$ cat config.mk
export PLATFORM = sky130hd
export DESIGN_NAME = hsv_to_rgb_grey_converter
export DESIGN_NICKNAME = d
export VERILOG_FILES = /design/src/hw/rtl/hsvrgb_pkg.sv /design/src/hw/rtl/hsvrgb_decode.sv /design/src/hw/rtl/hsvrgb_scale.sv /design/src/hw/rtl/hsvrgb_mix.sv /design/src/hw/rtl/hsv_to_rgb_grey_converter.sv
export SDC_FILE = /design/constraint.sdc
export NUM_CORES = 2
export LEC_CHECK = 0
export BUFFER_PORTS_ARGS = -buffer_cell sky130_fd_sc_hd__buf_2
export CAP_MARGIN = 30
export CORE_MARGIN = 2
export CORE_UTILIZATION = 50
export CTS_BUF_LIST = sky130_fd_sc_hd__clkbuf_4
export DETAILED_ROUTE_END_ITERATION = 6
export PLACE_DENSITY = 0.66
export SETUP_SLACK_MARGIN = 0.2
export SLEW_MARGIN = 20
export SYNTH_ARGS = -nofsm -noshare
export SYNTH_HDL_FRONTEND = slang
export SYNTH_SLANG_ARGS = --single-unit
export TNS_END_PERCENT = 1
$ cat constraint.sdc
create_clock -name clk -period 17.7 [get_ports clk]
set_input_delay 3.54 -clock clk [delete_from_list [all_inputs] [get_ports clk]]
set_output_delay 3.54 -clock clk [all_outputs]
set_load 0.005 [all_outputs]
$ cat src/hw/rtl/hsvrgb_pkg.sv
// ----------------------------------------------------------------------------
// hsvrgb_pkg
// Types and constants shared by the HSV to RGB and grey converter pipeline.
// ----------------------------------------------------------------------------
package hsvrgb_pkg;

    // Hue value that wraps back to zero, and the width of one hue sector.
    localparam int unsigned HUE_WRAP   = 360;
    localparam int unsigned SECTOR_DEG = 60;

    // floor(h / 60) for h < 512 is (h * SECTOR_RECIP) >> SECTOR_SHIFT.
    localparam int unsigned SECTOR_RECIP = 1093;
    localparam int unsigned SECTOR_SHIFT = 16;

    // Full-scale level and the Q/T denominator (255 * 60).
    localparam int unsigned LEVEL_MAX = 255;
    localparam int unsigned FULL_DEN  = 15300;

    // x / 15300 is taken as (x >> 2) / 3825 with a rounded-up reciprocal.
    localparam int unsigned QT_DIV   = 3825;
    localparam int unsigned QT_SHIFT = 32;
    localparam longint unsigned QT_RECIP =
        ((64'd1 << QT_SHIFT) + QT_DIV - 1) / QT_DIV;

    // y / 255 for y < 65536 uses a rounded-up reciprocal as well.
    localparam int unsigned P_SHIFT = 24;
    localparam longint unsigned P_RECIP =
        ((64'd1 << P_SHIFT) + LEVEL_MAX - 1) / LEVEL_MAX;

    // Grey weights, summing to 64.
    localparam int unsigned GREY_WR = 21;
    localparam int unsigned GREY_WG = 32;
    localparam int unsigned GREY_WB = 11;

    // Hue sectors.
    localparam logic [3:0] SEC_RED_YEL = 4'd0;
    localparam logic [3:0] SEC_YEL_GRN = 4'd1;
    localparam logic [3:0] SEC_GRN_CYN = 4'd2;
    localparam logic [3:0] SEC_CYN_BLU = 4'd3;
    localparam logic [3:0] SEC_BLU_MAG = 4'd4;
    localparam logic [3:0] SEC_MAG_RED = 4'd5;
    localparam logic [3:0] SEC_LAST    = 4'd8;

    typedef struct packed {
        logic [8:0] hue;
        logic [7:0] saturation;
        logic [7:0] brightness;
    } pixel_in_t;

    typedef struct packed {
        logic [7:0] red_out;
        logic [7:0] green_out;
        logic [7:0] blue_out;
        logic [7:0] grey_out;
    } pixel_out_t;

    typedef struct packed {
        logic [3:0] sector;
        logic [5:0] rem;
        logic [7:0] sat;
        logic [7:0] val;
        logic       sat_zero;
    } decoded_t;

    typedef struct packed {
        logic [3:0] sector;
        logic [7:0] val;
        logic [7:0] p;
        logic [7:0] q;
        logic [7:0] t;
        logic       sat_zero;
    } levels_t;

endpackage

$ cat src/hw/rtl/hsvrgb_decode.sv
// ----------------------------------------------------------------------------
// hsvrgb_decode
// First pipeline stage: wraps hue 360 to 0 and splits hue into sector and
// remainder within the sector.
// ----------------------------------------------------------------------------
module hsvrgb_decode (
    input  logic                  clk,
    input  logic                  rst_n,
    input  logic                  pix_valid,
    output logic                  pix_ready,
    input  hsvrgb_pkg::pixel_in_t pix,
    output logic                  dec_valid,
    input  logic                  dec_ready,
    output hsvrgb_pkg::decoded_t  dec
);

    logic                 valid_reg;
    hsvrgb_pkg::decoded_t dec_reg;
    hsvrgb_pkg::decoded_t dec_next;
    logic [8:0]           hue_eff;
    logic [19:0]          recip_prod;
    logic [3:0]           sector;
    logic [8:0]           sector_base;

    assign hue_eff = (pix.hue == 9'(hsvrgb_pkg::HUE_WRAP)) ? 9'd0 : pix.hue;

    // The reciprocal is close enough that the floor is exact for every 9-bit hue.
    assign recip_prod  = 20'(hue_eff) * 20'(hsvrgb_pkg::SECTOR_RECIP);
    assign sector      = recip_prod[19:16];
    assign sector_base = 9'({5'd0, sector}) * 9'(hsvrgb_pkg::SECTOR_DEG);

    always_comb
    begin
        dec_next.sector   = sector;
        dec_next.rem      = 6'(hue_eff - sector_base);
        dec_next.sat      = pix.saturation;
        dec_next.val      = pix.brightness;
        dec_next.sat_zero = (pix.saturation == 8'd0);
    end

    assign pix_ready = !valid_reg || dec_ready;

    always_ff @(posedge clk or negedge rst_n)
    begin
        if (!rst_n)
        begin
            valid_reg <= 1'b0;
        end
        else if (pix_ready)
        begin
            valid_reg <= pix_valid;
        end
    end

    always_ff @(posedge clk)
    begin
        if (pix_ready && pix_valid)
        begin
            dec_reg <= dec_next;
        end
    end

    assign dec_valid = valid_reg;
    assign dec       = dec_reg;

endmodule

$ cat src/hw/rtl/hsvrgb_scale.sv
// ----------------------------------------------------------------------------
// hsvrgb_scale
// Three pipeline stages that form the P, Q and T levels: numerators, then
// products with the value, then exact floor division by reciprocal multiply.
// ----------------------------------------------------------------------------
module hsvrgb_scale (
    input  logic                 clk,
    input  logic                 rst_n,
    input  logic                 dec_valid,
    output logic                 dec_ready,
    input  hsvrgb_pkg::decoded_t dec,
    output logic                 lvl_valid,
    input  logic                 lvl_ready,
    output hsvrgb_pkg::levels_t  lvl
);

    // Stage A: numerators.
    logic        a_valid_reg;
    logic        a_ready;
    logic [3:0]  a_sector_reg;
    logic [7:0]  a_val_reg;
    logic        a_sat_zero_reg;
    logic [7:0]  a_num_p_reg;
    logic [13:0] a_num_q_reg;
    logic [13:0] a_num_t_reg;
    logic [13:0] sat_rem;
    logic [13:0] sat_rest;

    // Stage B: products with the value.
    logic        b_valid_reg;
    logic        b_ready;
    logic [3:0]  b_sector_reg;
    logic [7:0]  b_val_reg;
    logic        b_sat_zero_reg;
    logic [15:0] b_prod_p_reg;
    logic [21:0] b_prod_q_reg;
    logic [21:0] b_prod_t_reg;

    // Stage C: floor division.
    logic                c_valid_reg;
    hsvrgb_pkg::levels_t c_lvl_reg;
    hsvrgb_pkg::levels_t c_lvl_next;
    logic [32:0]         div_p;
    logic [40:0]         div_q;
    logic [40:0]         div_t;

    assign sat_rem  = 14'(dec.sat) * 14'(dec.rem);
    assign sat_rest = 14'(dec.sat) * 14'(6'(hsvrgb_pkg::SECTOR_DEG) - dec.rem);

    assign dec_ready = !a_valid_reg || b_ready;
    assign b_ready   = !b_valid_reg || a_ready;
    assign a_ready   = !c_valid_reg || lvl_ready;

    always_ff @(posedge clk or negedge rst_n)
    begin
        if (!rst_n)
        begin
            a_valid_reg <= 1'b0;
            b_valid_reg <= 1'b0;
            c_valid_reg <= 1'b0;
        end
        else
        begin
            if (dec_ready)
            begin
                a_valid_reg <= dec_valid;
            end
            if (b_ready)
            begin
                b_valid_reg <= a_valid_reg;
            end
            if (a_ready)
            begin
                c_valid_reg <= b_valid_reg;
            end
        end
    end

    always_ff @(posedge clk)
    begin
        if (dec_ready && dec_valid)
        begin
            a_sector_reg   <= dec.sector;
            a_val_reg      <= dec.val;
            a_sat_zero_reg <= dec.sat_zero;
            a_num_p_reg    <= 8'(hsvrgb_pkg::LEVEL_MAX) - dec.sat;
            a_num_q_reg    <= 14'(hsvrgb_pkg::FULL_DEN) - sat_rem;
            a_num_t_reg    <= 14'(hsvrgb_pkg::FULL_DEN) - sat_rest;
        end
    end

    always_ff @(posedge clk)
    begin
        if (b_ready && a_valid_reg)
        begin
            b_sector_reg   <= a_sector_reg;
            b_val_reg      <= a_val_reg;
            b_sat_zero_reg <= a_sat_zero_reg;
            b_prod_p_reg   <= 16'(a_val_reg) * 16'(a_num_p_reg);
            b_prod_q_reg   <= 22'(a_val_reg) * 22'(a_num_q_reg);
            b_prod_t_reg   <= 22'(a_val_reg) * 22'(a_num_t_reg);
        end
    end

    // Dropping the two low bits first leaves floor(x / 15300) unchanged.
    assign div_p = 33'(b_prod_p_reg) * 33'(hsvrgb_pkg::P_RECIP);
    assign div_q = 41'(b_prod_q_reg[21:2]) * 41'(hsvrgb_pkg::QT_RECIP);
    assign div_t = 41'(b_prod_t_reg[21:2]) * 41'(hsvrgb_pkg::QT_RECIP);

    always_comb
    begin
        c_lvl_next.sector   = b_sector_reg;
        c_lvl_next.val      = b_val_reg;
        c_lvl_next.p        = div_p[31:24];
        c_lvl_next.q        = div_q[39:32];
        c_lvl_next.t        = div_t[39:32];
        c_lvl_next.sat_zero = b_sat_zero_reg;
    end

    always_ff @(posedge clk)
    begin
        if (a_ready && b_valid_reg)
        begin
            c_lvl_reg <= c_lvl_next;
        end
    end

    assign lvl_valid = c_valid_reg;
    assign lvl       = c_lvl_reg;

endmodule

$ cat src/hw/rtl/hsvrgb_mix.sv
// ----------------------------------------------------------------------------
// hsvrgb_mix
// Last pipeline stage: picks each channel from V, P, Q and T by sector and
// forms the weighted grey level. Its register is the output register.
// ----------------------------------------------------------------------------
module hsvrgb_mix (
    input  logic                   clk,
    input  logic                   rst_n,
    input  logic                   lvl_valid,
    output logic                   lvl_ready,
    input  hsvrgb_pkg::levels_t    lvl,
    output logic                   rgb_valid,
    input  logic                   rgb_ready,
    output hsvrgb_pkg::pixel_out_t rgb
);

    logic                   valid_reg;
    hsvrgb_pkg::pixel_out_t rgb_reg;
    hsvrgb_pkg::pixel_out_t rgb_next;
    logic [7:0]             red;
    logic [7:0]             green;
    logic [7:0]             blue;
    logic [13:0]            grey_sum;

    always_comb
    begin
        red   = 8'd0;
        green = 8'd0;
        blue  = 8'd0;
        if (lvl.sat_zero)
        begin
            red   = lvl.val;
            green = lvl.val;
            blue  = lvl.val;
        end
        else
        begin
            case (lvl.sector)
                hsvrgb_pkg::SEC_RED_YEL:
                begin
                    red = lvl.val; green = lvl.t; blue = lvl.p;
                end
                hsvrgb_pkg::SEC_YEL_GRN:
                begin
                    red = lvl.q; green = lvl.val; blue = lvl.p;
                end
                hsvrgb_pkg::SEC_GRN_CYN:
                begin
                    red = lvl.p; green = lvl.val; blue = lvl.t;
                end
                hsvrgb_pkg::SEC_CYN_BLU:
                begin
                    red = lvl.p; green = lvl.q; blue = lvl.val;
                end
                hsvrgb_pkg::SEC_BLU_MAG:
                begin
                    red = lvl.t; green = lvl.p; blue = lvl.val;
                end
                hsvrgb_pkg::SEC_MAG_RED:
                begin
                    red = lvl.val; green = lvl.p; blue = lvl.q;
                end
                // Hue past 360 with color present gives black.
                default:
                begin
                    red = 8'd0; green = 8'd0; blue = 8'd0;
                end
            endcase
        end
    end

    assign grey_sum = 14'(red) * 14'(hsvrgb_pkg::GREY_WR)
                    + 14'(green) * 14'(hsvrgb_pkg::GREY_WG)
                    + 14'(blue) * 14'(hsvrgb_pkg::GREY_WB);

    always_comb
    begin
        rgb_next.red_out   = red;
        rgb_next.green_out = green;
        rgb_next.blue_out  = blue;
        rgb_next.grey_out  = grey_sum[13:6];
    end

    assign lvl_ready = !valid_reg || rgb_ready;

    always_ff @(posedge clk or negedge rst_n)
    begin
        if (!rst_n)
        begin
            valid_reg <= 1'b0;
        end
        else if (lvl_ready)
        begin
            valid_reg <= lvl_valid;
        end
    end

    always_ff @(posedge clk)
    begin
        if (lvl_ready && lvl_valid)
        begin
            rgb_reg <= rgb_next;
        end
    end

    assign rgb_valid = valid_reg;
    assign rgb       = rgb_reg;

endmodule

$ cat src/hw/rtl/hsv_to_rgb_grey_converter.sv
// ----------------------------------------------------------------------------
// hsv_to_rgb_grey_converter
// Converts a stream of HSV pixels to RGB plus a weighted grey level.
// ----------------------------------------------------------------------------
// Usage:
// A pixel word (hue 0..511, saturation, brightness) enters on the pix channel
// and one result word (red, green, blue, grey) leaves on the rgb channel for
// each pixel, in order. Both channels use valid/ready.
// The pipeline has five register stages: decode, numerators, products,
// reciprocal divide, and channel select with grey. Throughput is one pixel
// per cycle while the output is not stalled; every stage holds its own valid
// bit and a new word is taken whenever the stage ahead is empty or moving.
// When the receiver holds rgb_ready low, the output word stays put and the
// stages fill up behind it; pix_ready falls only once all five are full.
// Reset empties the pipeline; no result is pending after reset.
// Saturation zero gives gray at the brightness level; hue 360 counts as 0;
// hue above 360 with nonzero saturation gives black.
// ----------------------------------------------------------------------------
module hsv_to_rgb_grey_converter (
    input  logic                   clk,
    input  logic                   rst_n,
    input  logic                   pix_valid,
    output logic                   pix_ready,
    input  hsvrgb_pkg::pixel_in_t  pix,
    output logic                   rgb_valid,
    input  logic                   rgb_ready,
    output hsvrgb_pkg::pixel_out_t rgb
);

    logic                 dec_valid;
    logic                 dec_ready;
    hsvrgb_pkg::decoded_t dec;
    logic                 lvl_valid;
    logic                 lvl_ready;
    hsvrgb_pkg::levels_t  lvl;

    hsvrgb_decode u_decode (
        .clk       (clk),
        .rst_n     (rst_n),
        .pix_valid (pix_valid),
        .pix_ready (pix_ready),
        .pix       (pix),
        .dec_valid (dec_valid),
        .dec_ready (dec_ready),
        .dec       (dec)
    );

    hsvrgb_scale u_scale (
        .clk       (clk),
        .rst_n     (rst_n),
        .dec_valid (dec_valid),
        .dec_ready (dec_ready),
        .dec       (dec),
        .lvl_valid (lvl_valid),
        .lvl_ready (lvl_ready),
        .lvl       (lvl)
    );

    hsvrgb_mix u_mix (
        .clk       (clk),
        .rst_n     (rst_n),
        .lvl_valid (lvl_valid),
        .lvl_ready (lvl_ready),
        .lvl       (lvl),
        .rgb_valid (rgb_valid),
        .rgb_ready (rgb_ready),
        .rgb       (rgb)
    );

    // The sector split must stay within range for every hue.
    assert property (@(posedge clk) disable iff (!rst_n)
        dec_valid |-> (dec.sector <= hsvrgb_pkg::SEC_LAST) && (dec.rem < 6'd60))
    else $error("sector or remainder out of range");

    // Input back-pressure only when the whole pipeline is full and stalled.
    assert property (@(posedge clk) disable iff (!rst_n)
        !pix_ready |-> (rgb_valid && !rgb_ready && lvl_valid && dec_valid))
    else $error("input stalled while the pipeline has room");

    // Grey is a weighted mean, so it cannot exceed every channel.
    assert property (@(posedge clk) disable iff (!rst_n)
        rgb_valid |-> (rgb.grey_out <= rgb.red_out) || (rgb.grey_out <= rgb.green_out)
                      || (rgb.grey_out <= rgb.blue_out))
    else $error("grey level above all channels");

endmodule
# Yosys cells after proc, flatten, opt, wreduce, memory -nomap -nowiden
# Cells that the tools add are included.
[word_totals]
in_bits = 29
word_cells = 87
ff_bits = 223
out_inout_bits = 34
[op_classes]
n_reduce_logical = 23
mul = 12
n_addsub = 7
n_mux = 7
eq_ne = 6
[op_table]
columns = ["operator", "n"]
rows = [
  ["$pmux W8 S4", 3],
  ["$mul A20 B19 Y38 const B", 2],
  ["$mul A8 B14 Y22", 2],
  ["$mul A16 B16 Y31 const B", 1],
  ["$sub A14 B14 Y14 const A", 2],
  ["$mux W8", 3],
  ["$mul A9 B11 Y20 const B", 1],
  ["$mul A8 B8 Y16", 1],
  ["$add A13 B13 Y14", 1],
  ["$add A14 B12 Y14", 1],
  ["$mul A8 B14 Y14", 1],
  ["$mul A8 B6 Y14", 1],
  ["$mul A8 B5 Y13 const B", 1],
  ["$mul A8 B4 Y12 const B", 1],
  ["$reduce_or A2 Y1", 6],
  ["$eq A9 B9 Y1 const B", 1],
  ["$mux W9", 1],
  ["$eq A4 B2 Y1 const B", 2],
  ["$eq A4 B3 Y1 const B", 2],
  ["$logic_not A8 Y1", 1],
  ["$sub A8 B8 Y8 const A", 1],
  ["$sub A6 B6 Y7 const A", 1],
  ["$sub A6 B6 Y6", 1],
  ["$logic_and A1 B1 Y1", 5],
  ["5 further kinds", 13],
]

# Logic depth before layout (Yosys ltp)
[depth]
depth_word = 7
depth_mapped = 25
ltp_nobuf = 25

# Modules after synthesis
# A second synthesis with hierarchy kept.
[hier_totals]
cells_unflattened = 3296
hier_area_um2 = 32974.1
[modules_own_cells]
columns = ["module", "seq_area_each_um2", "cells_each", "n_inst", "area_per_inst_um2"]
rows = [
  ["hsvrgb_scale", 4699.5, 2723, 1, 27267.4],
  ["hsvrgb_mix", 985.9, 401, 1, 3707.3],
  ["hsvrgb_decode", 835.8, 172, 1, 1999.4],
]

# Worst setup path after synthesis
# No wires, ideal clock.
[synth_path]
kind = "input port to flip-flop"
startpoint = "input port pix[17] (netlist bit)"
endpoint = "register u_decode.dec_reg, in the netlist u_decode.dec[22], data pin"
n_path_buf = 0
setup_ns = 0.260
arrival_ns = 7.665
required_ns = 17.440
slack_ns = 9.775
stages = 21
path_cell_list = "nor4b_1 -> nand3_1 -> and2_1 -> ha_1 -> fa_1 -> fa_1 -> ha_1 -> ha_1 -> a211o_1 -> a21oi_1 -> a21oi_1 -> a31oi_1 -> xnor2_1 -> inv_1 -> ha_1 -> inv_1 -> ha_1 -> a21o_1 -> a21oi_1 -> xnor2_1 -> xnor2_1"
[synth_rtl]
columns = ["item", "line_no", "rtl"]
rows = [
  ["start: declaration", "hsv_to_rgb_grey_converter.sv:24", "input hsvrgb_pkg::pixel_in_t pix,"],
  ["end signal: assignment", "hsvrgb_decode.sv:59", "dec_reg <= dec_next;"],
  ["end: declaration", "hsvrgb_decode.sv:18", "hsvrgb_pkg::decoded_t dec_reg;"],
]

# Final worst setup path
[layout_path]
startpoint = "input port rgb_ready"
endpoint = "output port pix_ready"
[layout_between]
elab_chain_len = 5
[layout_rtl]
columns = ["item", "line_no", "rtl"]
rows = [
  ["start: declaration", "hsv_to_rgb_grey_converter.sv:26", "input logic rgb_ready,"],
  ["$logic_or A1 B1 Y1", "hsvrgb_mix.sv:84", "assign lvl_ready = !valid_reg || rgb_ready;"],
  ["$logic_or A1 B1 Y1", "hsvrgb_scale.sv:52", "assign a_ready = !c_valid_reg || lvl_ready;"],
  ["$logic_or A1 B1 Y1", "hsvrgb_scale.sv:51", "assign b_ready = !b_valid_reg || a_ready;"],
  ["$logic_or A1 B1 Y1", "hsvrgb_scale.sv:50", "assign dec_ready = !a_valid_reg || b_ready;"],
  ["$logic_or A1 B1 Y1", "hsvrgb_decode.sv:41", "assign pix_ready = !valid_reg || dec_ready;"],
  ["end: declaration", "hsv_to_rgb_grey_converter.sv:23", "output logic pix_ready,"],
]
# Every way passes these cells.

==> results.toml <==
[floorplan]
boundaryPins = 63
dieArea_mm2 = 0.0671
start_util = 0.505
die_h_um = 259
die_x_um = 259
core_area_mm2 = 0.0643
core.rowCount = 93

[place]
place_inst = 4062
place_area_mm2 = 0.0338
dp_hpwl_mm = 51.7
portBuffers = 62
gp_congestion = 0.857

[global_route]
antenna_found_initial = 1
grt_usage = 0.201
grt_remaining_overflow = 0
grt_pass1_wl_mm = 109
grt_pass1_vias = 22100
grt_max_degree = 70

[synthesis]
syn_area_per_cell_um2 = 10.2
yosysUniqueCellTypes = 68
yosys_most_used_dff = "edfxtp_1"
synth-edff-count = 213
synth_mux_area_frac = 0.000308
synthSimpleGateAreaFrac = 0.102
synth_top_family_by_area = "adder cells"
synth-seq-cells = 218
synth_compound_area_frac = 0.0611
syn_inst = 3189
synth_xor_area_frac = 0.0310
ys_async_sr_fraction = 0.0229
netlist_area_mm2 = 0.0325
ys_warn_count = 0
synth_adder_area_share = 0.510
ys_seq_area_frac = 0.201
syn-num-nets = 4289

[layout]
final_nets = 4378
drive_above_1_share = 0.0590
nFillCells = 5789
syn2layout_area_growth_pct = 6.35
fin_cells = 4179
fin_area_mm2 = 0.0346
largest_reg_flops = 37

[clock_tree]
postCtsHoldBufs = 0
clk_pin_slew_ps = 50
numCtsBuffers = 68
post_cts_buffers = 0
clock_latency_ps = 810
cts_sinks = 218
cts_tree = "done"
root_buffer = "clkbuf_4"
clk_path_buf_depth = 3
cts_max_level = 3
cts-resized-gates = 0

[timing]
timing.final.crit_share = 0.448
period_minus_slack_ps = 7940
drv_slew = 0
max_slew.worst_pin.slew_ps = 944
setup_viol = 0
setup_tns_ps = 0
slew_headroom = 0.371
rsz0062_at_grt = "false"
max_clock_freq_mhz = 126
skew_ps = 69.3
whs_ps = 418
finalHoldViolations = 0

[worst_setup_path]
crit_buf_inv = 3
path_max_fanout = 5
end_kind = "primary output"
path_cells = "buf_2, nor2b_1, nand4_1, inv_1, nand2_1, buf_2"
slowest_delay_ps = 290
crit_family = "simple AND/OR/NAND/NOR gates"
crit_top_cell = "buf_2"
crit_type = "in2out"
startpoint_type = "input port"
required_ps = 14160
arrival_ps = 4400
cpMaxStageDelayCell = "nor2b_1"

[min_path]
min_path_type = "reg2reg"

[route]
remaining_drc_errors = 0
drt_first_pass_iters = 5
drt_iter0_drc = 830
wl_mm = 63.1
num_vias = 21000
routedWlPerCell_um = 15.1
vias_per_cell = 5.03
drtAntennaViolNets = 0

[status]
status = "completed"

[flow_run]
cap_viol_max_count = 0
-- cell usage after synthesis, drive strengths merged, types with 4 or more instances --
cell | count | area share
nor2 | 63 | 0.0073
edfxtp | 213 | 0.20
a21o | 30 | 0.0069
a31oi | 12 | 0.0023
buf | 4 | 0.00069
o21a | 17 | 0.0039
a211oi | 12 | 0.0031
o2111ai | 5 | 0.0013
o21bai | 11 | 0.0027
and4 | 4 | 0.0011
a21oi | 92 | 0.014
clkbuf | 51 | 0.0059
nand3 | 24 | 0.0037
or3 | 4 | 0.00077
fa | 423 | 0.26
and3 | 13 | 0.0025
ha | 648 | 0.25
or2 | 8 | 0.0015
nand2b | 21 | 0.0040
a21boi | 4 | 0.00092
nor2b | 17 | 0.0033
nor4bb | 4 | 0.0012
o21ai | 68 | 0.010
or4 | 4 | 0.00092
nand2 | 240 | 0.028
nand4 | 9 | 0.0017
xnor2 | 79 | 0.021
a211o | 7 | 0.0019
a22oi | 21 | 0.0048
and2 | 209 | 0.040
nor3 | 20 | 0.0031
dfrtp | 5 | 0.0038
o211ai | 4 | 0.00092
inv | 772 | 0.089
xor2 | 36 | 0.0097
-- metal layers --
metal,up-vias,GRT usage,part of all wire
li1,10400,-,-
met1,10100,0.275,0.48
met2,343,0.332,0.46
met3,99,0.0284,0.035
met4,0,0.0615,0.025
met5,-,0,0
-- metrics by stage --
step | util | worst slack (ps)
global placement | 0.525 | 9310
floorplan | - | 9770
finish | 0.538 | 9760
detailed placement | 0.525 | 9290
global route | 0.538 | 9570
CTS | 0.537 | 9750
-- final cells by class --
cell class	count	area, um2	share of cell area
tap	855	1070	0.0309
antenna	1	2.50	0.0000723
multi-input combinational	2143	22900	0.662
clock buffer	94	706	0.0204
sequential	218	6520	0.189
clock inverter	21	87.6	0.00253
timing repair buffer	74	404	0.0117
inverter	773	2900	0.0839
-- cell families (layout without fill, tap and decap cells) --
kind of cell | after synthesis | in the layout
mux | 1 | 1
xor+xnor | 115 | 115
flops | 218 | 218
buf+inv | 828 | 962
other cells | 0 | 1
simple gates | 647 | 647
fa+ha+maj | 1071 | 1071
compound gates | 309 | 309
-- cell usage in the layout, fill, tap and decap left out, types with 4 or more instances in the layout --
master	synthesis	routed
nor4bb_1	4	4
o21ai_1	10	10
inv_1	772	772
a211o_1	7	7
nand3_1	24	24
clkinv_1	1	14
a31oi_1	12	12
o21ai_0	58	58
ha_1	648	648
or3_1	4	4
a211oi_1	10	10
buf_4	1	11
a22oi_1	21	21
dfrtp_1	5	5
and2_1	209	205
a21oi_1	92	92
fa_1	423	423
or2_2	6	6
and4_1	4	4
o21bai_1	10	10
edfxtp_1	213	213
clkinv_2	0	4
a21o_1	30	30
buf_2	3	62
clkbuf_4	0	94
nand4_1	9	9
and3_1	13	13
xnor2_1	79	79
nor2_1	62	62
o21a_1	17	17
or4_1	4	4
nand2b_1	21	21
nor2b_1	17	16
o2111ai_1	5	5
o211ai_1	4	4
nor3_1	20	20
nand2_1	240	240
xor2_1	36	36
-- worst reg2reg max path, stage by stage (launching register included) --
cell and delay [ps]:
edfxtp_1 870, or2_1 530, o21bai_2 250, a22oi_1 390, inv_1 150, ha_1 290
inv_1 40, fa_1 470, inv_1 50, fa_1 530, inv_1 60, fa_1 530
inv_1 40, ha_1 280, ha_1 280, nand4_1 70, a31o_1 220, o311ai_2 380
nor2_2 70, a21oi_1 380, a211o_1 230, a21oi_1 80, xor2_1 160
-- path summary, 6_finish.rpt --
check                                  from                      end  slack (ps)  depth (start not counted)
setup / recovery                  rgb_ready                pix_ready        9760                          6
hold / removal             u_decode.dec[23]  u_scale.a_sector_reg[0]         420                          0
setup reg to reg            u_scale.lvl[34]             u_mix.rgb[7]       11060                         22
hold reg to reg            u_decode.dec[23]  u_scale.a_sector_reg[0]         420                          0
max in group asynchronous             rst_n      u_scale.a_valid_reg       14990                          1
min in group asynchronous             rst_n        u_scale.lvl_valid        2560                          1
Power is left out: the tool's default activity adds up to more than one toggle a clock period on the data nets, which glitch-free logic cannot reach.
